===== config.mk =====
export PLATFORM = sky130hd
export DESIGN_NAME = ipspb_ctrl
export DESIGN_NICKNAME = d
export VERILOG_FILES = /design/src/sv/ipspb_pkg.sv /design/src/sv/ipspb_ctrl.sv
export SDC_FILE = /design/constraint.sdc
export NUM_CORES = 1
export LEC_CHECK = 0
export BUFFER_PORTS_ARGS = -buffer_cell sky130_fd_sc_hd__buf_2
export CORE_AREA = 3 3 40 42
export CTS_CLUSTER_DIAMETER = 80
export DETAILED_ROUTE_END_ITERATION = 10
export DIE_AREA = 0 0 43 45
export GPL_ROUTABILITY_DRIVEN = 0
export HOLD_SLACK_MARGIN = 0.15
export PLACE_DENSITY = 0.35
export RECOVER_POWER = 25
export SYNTH_ARGS = -nofsm -noshare
export SYNTH_HDL_FRONTEND = slang
export SYNTH_SLANG_ARGS = --single-unit

===== constraint.sdc =====
create_clock -name clk -period 1.2 [get_ports clk]
set_input_delay 0.06 -clock clk [delete_from_list [all_inputs] [get_ports clk]]
set_output_delay 0.06 -clock clk [all_outputs]
set_load 0.005 [all_outputs]

===== src/sv/ipspb_pkg.sv =====
package ipspb_pkg;

    localparam int MAX_RECORDS_DEF = 256;
    localparam int DATA_BYTES_DEF  = 65536;

    // "EOF" offset that ends a patch file
    localparam logic [23:0] EOF_MARK = {8'h45, 8'h4F, 8'h46};

    typedef enum logic [1:0] {
        OP_LOAD   = 2'd0,
        OP_READ   = 2'd1,
        OP_REWIND = 2'd2,
        OP_NONE   = 2'd3
    } op_t;

    typedef enum logic [2:0] {
        ST_OK         = 3'd0,
        ST_FINISHED   = 3'd1,
        ST_BAD_HEADER = 3'd2,
        ST_FULL       = 3'd3,
        ST_IGNORED    = 3'd4
    } status_t;

    typedef enum logic [3:0] {
        PH_HDR0  = 4'd0,
        PH_HDR1  = 4'd1,
        PH_HDR2  = 4'd2,
        PH_HDR3  = 4'd3,
        PH_HDR4  = 4'd4,
        PH_OFS0  = 4'd5,
        PH_OFS1  = 4'd6,
        PH_OFS2  = 4'd7,
        PH_SIZE0 = 4'd8,
        PH_SIZE1 = 4'd9,
        PH_RUN0  = 4'd10,
        PH_RUN1  = 4'd11,
        PH_FILL  = 4'd12,
        PH_DATA  = 4'd13,
        PH_DONE  = 4'd14,
        PH_ERROR = 4'd15
    } phase_t;

    typedef enum logic [2:0] {
        C_IDLE,
        C_EXEC,
        C_SCAN,
        C_DATA,
        C_PUSH
    } ctrl_state_t;

    typedef enum logic [1:0] {
        DO_NONE,
        DO_EXEC,
        DO_SCAN,
        DO_DATA
    } dp_op_t;

    typedef enum logic [1:0] {
        SC_MISS,
        SC_NEXT,
        SC_HIT_FILL,
        SC_HIT_DATA
    } scan_t;

    typedef struct packed {
        logic   accept;
        dp_op_t op;
        logic   push;
    } cmd_t;

    typedef struct packed {
        logic  is_read;
        logic  empty;
        scan_t scan;
    } stat_t;

    // "PATCH" header text
    function automatic logic [7:0] header_char(input logic [2:0] pos);
        logic [7:0] c;
        begin
            case (pos)
                3'd0:    c = 8'h50;
                3'd1:    c = 8'h41;
                3'd2:    c = 8'h54;
                3'd3:    c = 8'h43;
                3'd4:    c = 8'h48;
                default: c = 8'h00;
            endcase
            return c;
        end
    endfunction

endpackage


===== src/sv/ipspb_ctrl.sv =====
module ipspb_ctrl (
    input  logic              clk,
    input  logic              rst_n,
    input  logic              in_valid,
    output logic              in_ready,
    output logic              out_valid,
    input  logic              out_ready,
    input  ipspb_pkg::stat_t  stat,
    output ipspb_pkg::cmd_t   cmd
);

    ipspb_pkg::ctrl_state_t state_reg, state_next;
    logic out_valid_reg, out_valid_next;

    always_comb
    begin
        state_next = state_reg;
        unique case (state_reg)
            ipspb_pkg::C_IDLE:
            begin
                if (in_valid)
                    state_next = ipspb_pkg::C_EXEC;
            end
            ipspb_pkg::C_EXEC:
            begin
                if (stat.is_read && !stat.empty)
                    state_next = ipspb_pkg::C_SCAN;
                else
                    state_next = ipspb_pkg::C_PUSH;
            end
            ipspb_pkg::C_SCAN:
            begin
                unique case (stat.scan)
                    ipspb_pkg::SC_HIT_DATA: state_next = ipspb_pkg::C_DATA;
                    ipspb_pkg::SC_NEXT:     state_next = ipspb_pkg::C_SCAN;
                    default:                state_next = ipspb_pkg::C_PUSH;
                endcase
            end
            ipspb_pkg::C_DATA:
            begin
                state_next = ipspb_pkg::C_PUSH;
            end
            ipspb_pkg::C_PUSH:
            begin
                if (!out_valid_reg || out_ready)
                    state_next = ipspb_pkg::C_IDLE;
            end
            default:
            begin
                state_next = ipspb_pkg::C_IDLE;
            end
        endcase
    end

    always_comb
    begin
        in_ready   = 1'b0;
        cmd.accept = 1'b0;
        cmd.op     = ipspb_pkg::DO_NONE;
        cmd.push   = 1'b0;
        unique case (state_reg)
            ipspb_pkg::C_IDLE:
            begin
                in_ready   = 1'b1;
                cmd.accept = in_valid;
            end
            ipspb_pkg::C_EXEC: cmd.op = ipspb_pkg::DO_EXEC;
            ipspb_pkg::C_SCAN: cmd.op = ipspb_pkg::DO_SCAN;
            ipspb_pkg::C_DATA: cmd.op = ipspb_pkg::DO_DATA;
            ipspb_pkg::C_PUSH: cmd.push = !out_valid_reg || out_ready;
            default:           cmd.op = ipspb_pkg::DO_NONE;
        endcase
    end

    always_comb
    begin
        if (cmd.push)
            out_valid_next = 1'b1;
        else if (out_ready)
            out_valid_next = 1'b0;
        else
            out_valid_next = out_valid_reg;
    end

    always_ff @(posedge clk or negedge rst_n)
    begin
        if (!rst_n)
        begin
            state_reg     <= ipspb_pkg::C_IDLE;
            out_valid_reg <= 1'b0;
        end
        else
        begin
            state_reg     <= state_next;
            out_valid_reg <= out_valid_next;
        end
    end

    assign out_valid = out_valid_reg;

endmodule


==> out/qor.csv <==
stage,metric,value,unit
timing,max_freq,869,MHz
layout,design_area,374,sq um
synth,synth_top_area_share,43.5,%
grt,grt_pass1_wl,966,um
floorplan,row_count,13,
clocking,clock_path_buffers,2,
run,drv_cap,0,
route,num_vias,231,
place,port_buffers,13,
synth,synthDistinctLibCells,16,
route,route.detailed.drc,0,
timing,hold-worst-slack,0.123,ns
grt,grt_pass1_vias,233,
layout,drive_gt1_share,55.8,%
power,power.density,2050,nW/um^2
synth,synthesis.nets,32,
grt,antenna_found_initial,0,
synth,syn_area,230,sq um
route,wl_met1,247,um
route,avgRoutedWirePerCell,9.86,um
synth,ys_ff_latch,4,
floorplan,die_area,1940,sq um
setup_path,regToRegStartpoint,state_reg[1],
setup_path,crit_chain,"nor3_2, and2_1, buf_2",
setup_path,slowest_stage,dfrtp_2,
setup_path,path_class,reg2out,
clocking,tritoncts,yes,
synth,synth_top_family_by_area,simple AND/OR/NAND/NOR gates,
route,drtPass1Iterations,3,
timing,hold_viol,0,
setup_path,end_kind,primary output,
grt,grtUsageTotal,7.17,%
setup_path,regToRegSetupSlack,0.19,ns
power,leakage,0.185,nW
layout,antenna_cells,0,
setup_path,critPathBufInv,1,
place,placed_cells,51,
setup_path,max_stage_delay,0.44,ns
setup_path,critPathArrivalTime,1.09,ns
timing,tightest_slew,0.212,ns
clocking,cts_sinks,4,
outcome,status,finished clean,
setup_path,worst_path_dominant_cell_family,flip-flops,
min_path,min-delay-start,out_ready,
synth,synth_compound_area_share,12.0,%
min_path,min_to,out_valid,
setup_path,reg2regPathDepth,2,
synth,yosys.area.top_type,dfrtp_1,
route,routed_wl,572,um
layout,syn_to_final_growth,62.5,%
power,vdd_ir_drop_max,0.597,mV
route,dr_wl_met2,294,um
synth,synth.area.top_cells,"dfrtp_1 (43%), nor2b_1 (8.2%), nand2b_4 (6.0%)",
route,drt_iter0_drc,3,
timing,drv_slew,0,
floorplan,ios,14,
synth,synth_fa_ha_area_share,0,%
timing,fin_setup_tns,0,ns
place,hpwl,476,um
floorplan,initial_utilization,17.9,%
min_path,hp-class,in2reg,
clocking,htreeDepth,1,
timing,rsz0062_at_grt,true,
setup_path,required,1.14,ns
clocking,cts_made_buffers,3,
place,place_area,307,sq um
timing,post-route-period-util,95.9,%
route,routed.top_layer,met3,
route,postRouteAntennaNets,0,
floorplan,core-area,1280,sq um
setup_path,worstPathMaxFanout,7,
synth,yosysSeqAreaShare,43.5,%
grt,grt_overflow,0,
layout,largest_register_ffs,3,
timing,finClkSkew,0.00126,ns
synth,yosys.area_share.simple,41.3,%
min_path,hold_path_depth,3,
route,drt-vias-per-instance,3.98,
setup_path,crit_path_start_kind,flip-flop,
route,dr_wl_met3,30,um
synth,syn_avg_cell_area,9.59,sq um
floorplan,die_y,45,um
synth,synthMuxAreaShare,0,%
synth,synth_cells,24,
synth,synth-xor-area-share,0,%
grt,grt_max_degree,8,
timing,fin_crit,1.15,ns
layout,fin_cells,58,
clocking,cts.clk_slew.worst_paths,0.04,ns
layout,nets,53,
setup_path,r2r-end,state_reg[1],
timing,slew_headroom,85.9,%
floorplan,fp.dieW,43,um
timing,finalSetupViolCount,0,
clocking,clock-root-buffer,clkbuf_4,
synth,yosys_warnings,0,
clocking,worstSkewPairLatency,0.23,ns
-- routing by layer --
metal,vias to the layer above,GRT usage [%]
li1,122,-
met4,0,10.8
met1,100,7.75
met5,-,0
met3,0,0
met2,9,10.8
-- placed cells by master, fill, tap and decap left out, drive strengths merged --
cell type and count:
and2 1, a21oi 1, or3b 1, clkbuf 4
and3 1, nor2b 3, a22oi 1, a31oi 1
dlygate4sd3 2, o21ai 1, nand3b 1, buf 14
dfrtp 4, nor2 1, nor3 2, nand2b 3
nand2 2
-- per-stage QoR --
step	util, %	power (mW)	setup WS [ns]
global route	29.1	0.837	-0.0114
CTS	28.9	0.778	0.0199
detailed placement	23.9	0.529	0.185
global placement	23.9	0.527	0.193
finish	29.1	0.766	0.0489
floorplan	-	0.412	0.253
-- where the power goes --
group	switching [mW]	leakage (nW)	internal [mW]	total, mW
Sequential	0.0643	0.0482	0.194	0.258
Clock	0.0527	0.0138	0.112	0.164
Combinational	0.144	0.123	0.201	0.344
-- how the worst max path moves through the flow --
stage,from,endpoint,slack [ns],depth (start not counted)
2_1_floorplan,state_reg[1],state_reg[1],0.25,2
3_3_place_gp,state_reg[1],state_reg[1],0.19,2
3_5_place_dp,state_reg[1],state_reg[1],0.19,2
4_1_cts,state_reg[0],cmd[3],0.02,3
5_1_grt,state_reg[2],cmd[3],-0.01,3
6_report,state_reg[0],cmd[3],0.05,3
-- kinds of logic after synthesis --
group	count (synthesis)
buffers and inverters	1
flip-flops	4
AND/OR/NAND/NOR	15
AO/OA/AOI/OAI	4
-- layout make-up --
type	instances	area, sq um
well taps	15	18.8
fillers	141	911
repair buffers	17	98.8
multi-input cells	19	130
flip-flops and latches	4	104
clock buffers	3	22.5
-- synth_stat cells --
cell type	instances
buf_4	1
o21ai_1	1
and3_1	1
nor2b_1	3
or3b_1	1
and2_1	1
a22oi_1	1
dfrtp_1	4
nor2_1	1
a31oi_1	1
nand2_1	2
nand2b_4	1
nor3_1	2
a21oi_2	1
nand2b_1	2
nand3b_1	1
-- repair_timing --
item	in CTS	in global routing
pin swaps	1	0
setup buffers	2	0
resized for setup	3	2
hold buffers	2	0
setup endpoints to repair	1	2
hold endpoints to repair	7	0
-- tightest hold or removal path: stages --
cell	delay [ns]
buf_2	0.07
nand2b_1	0.13
nand2_1	0.06
No activity file was read; power rests on OpenSTA's default activity.
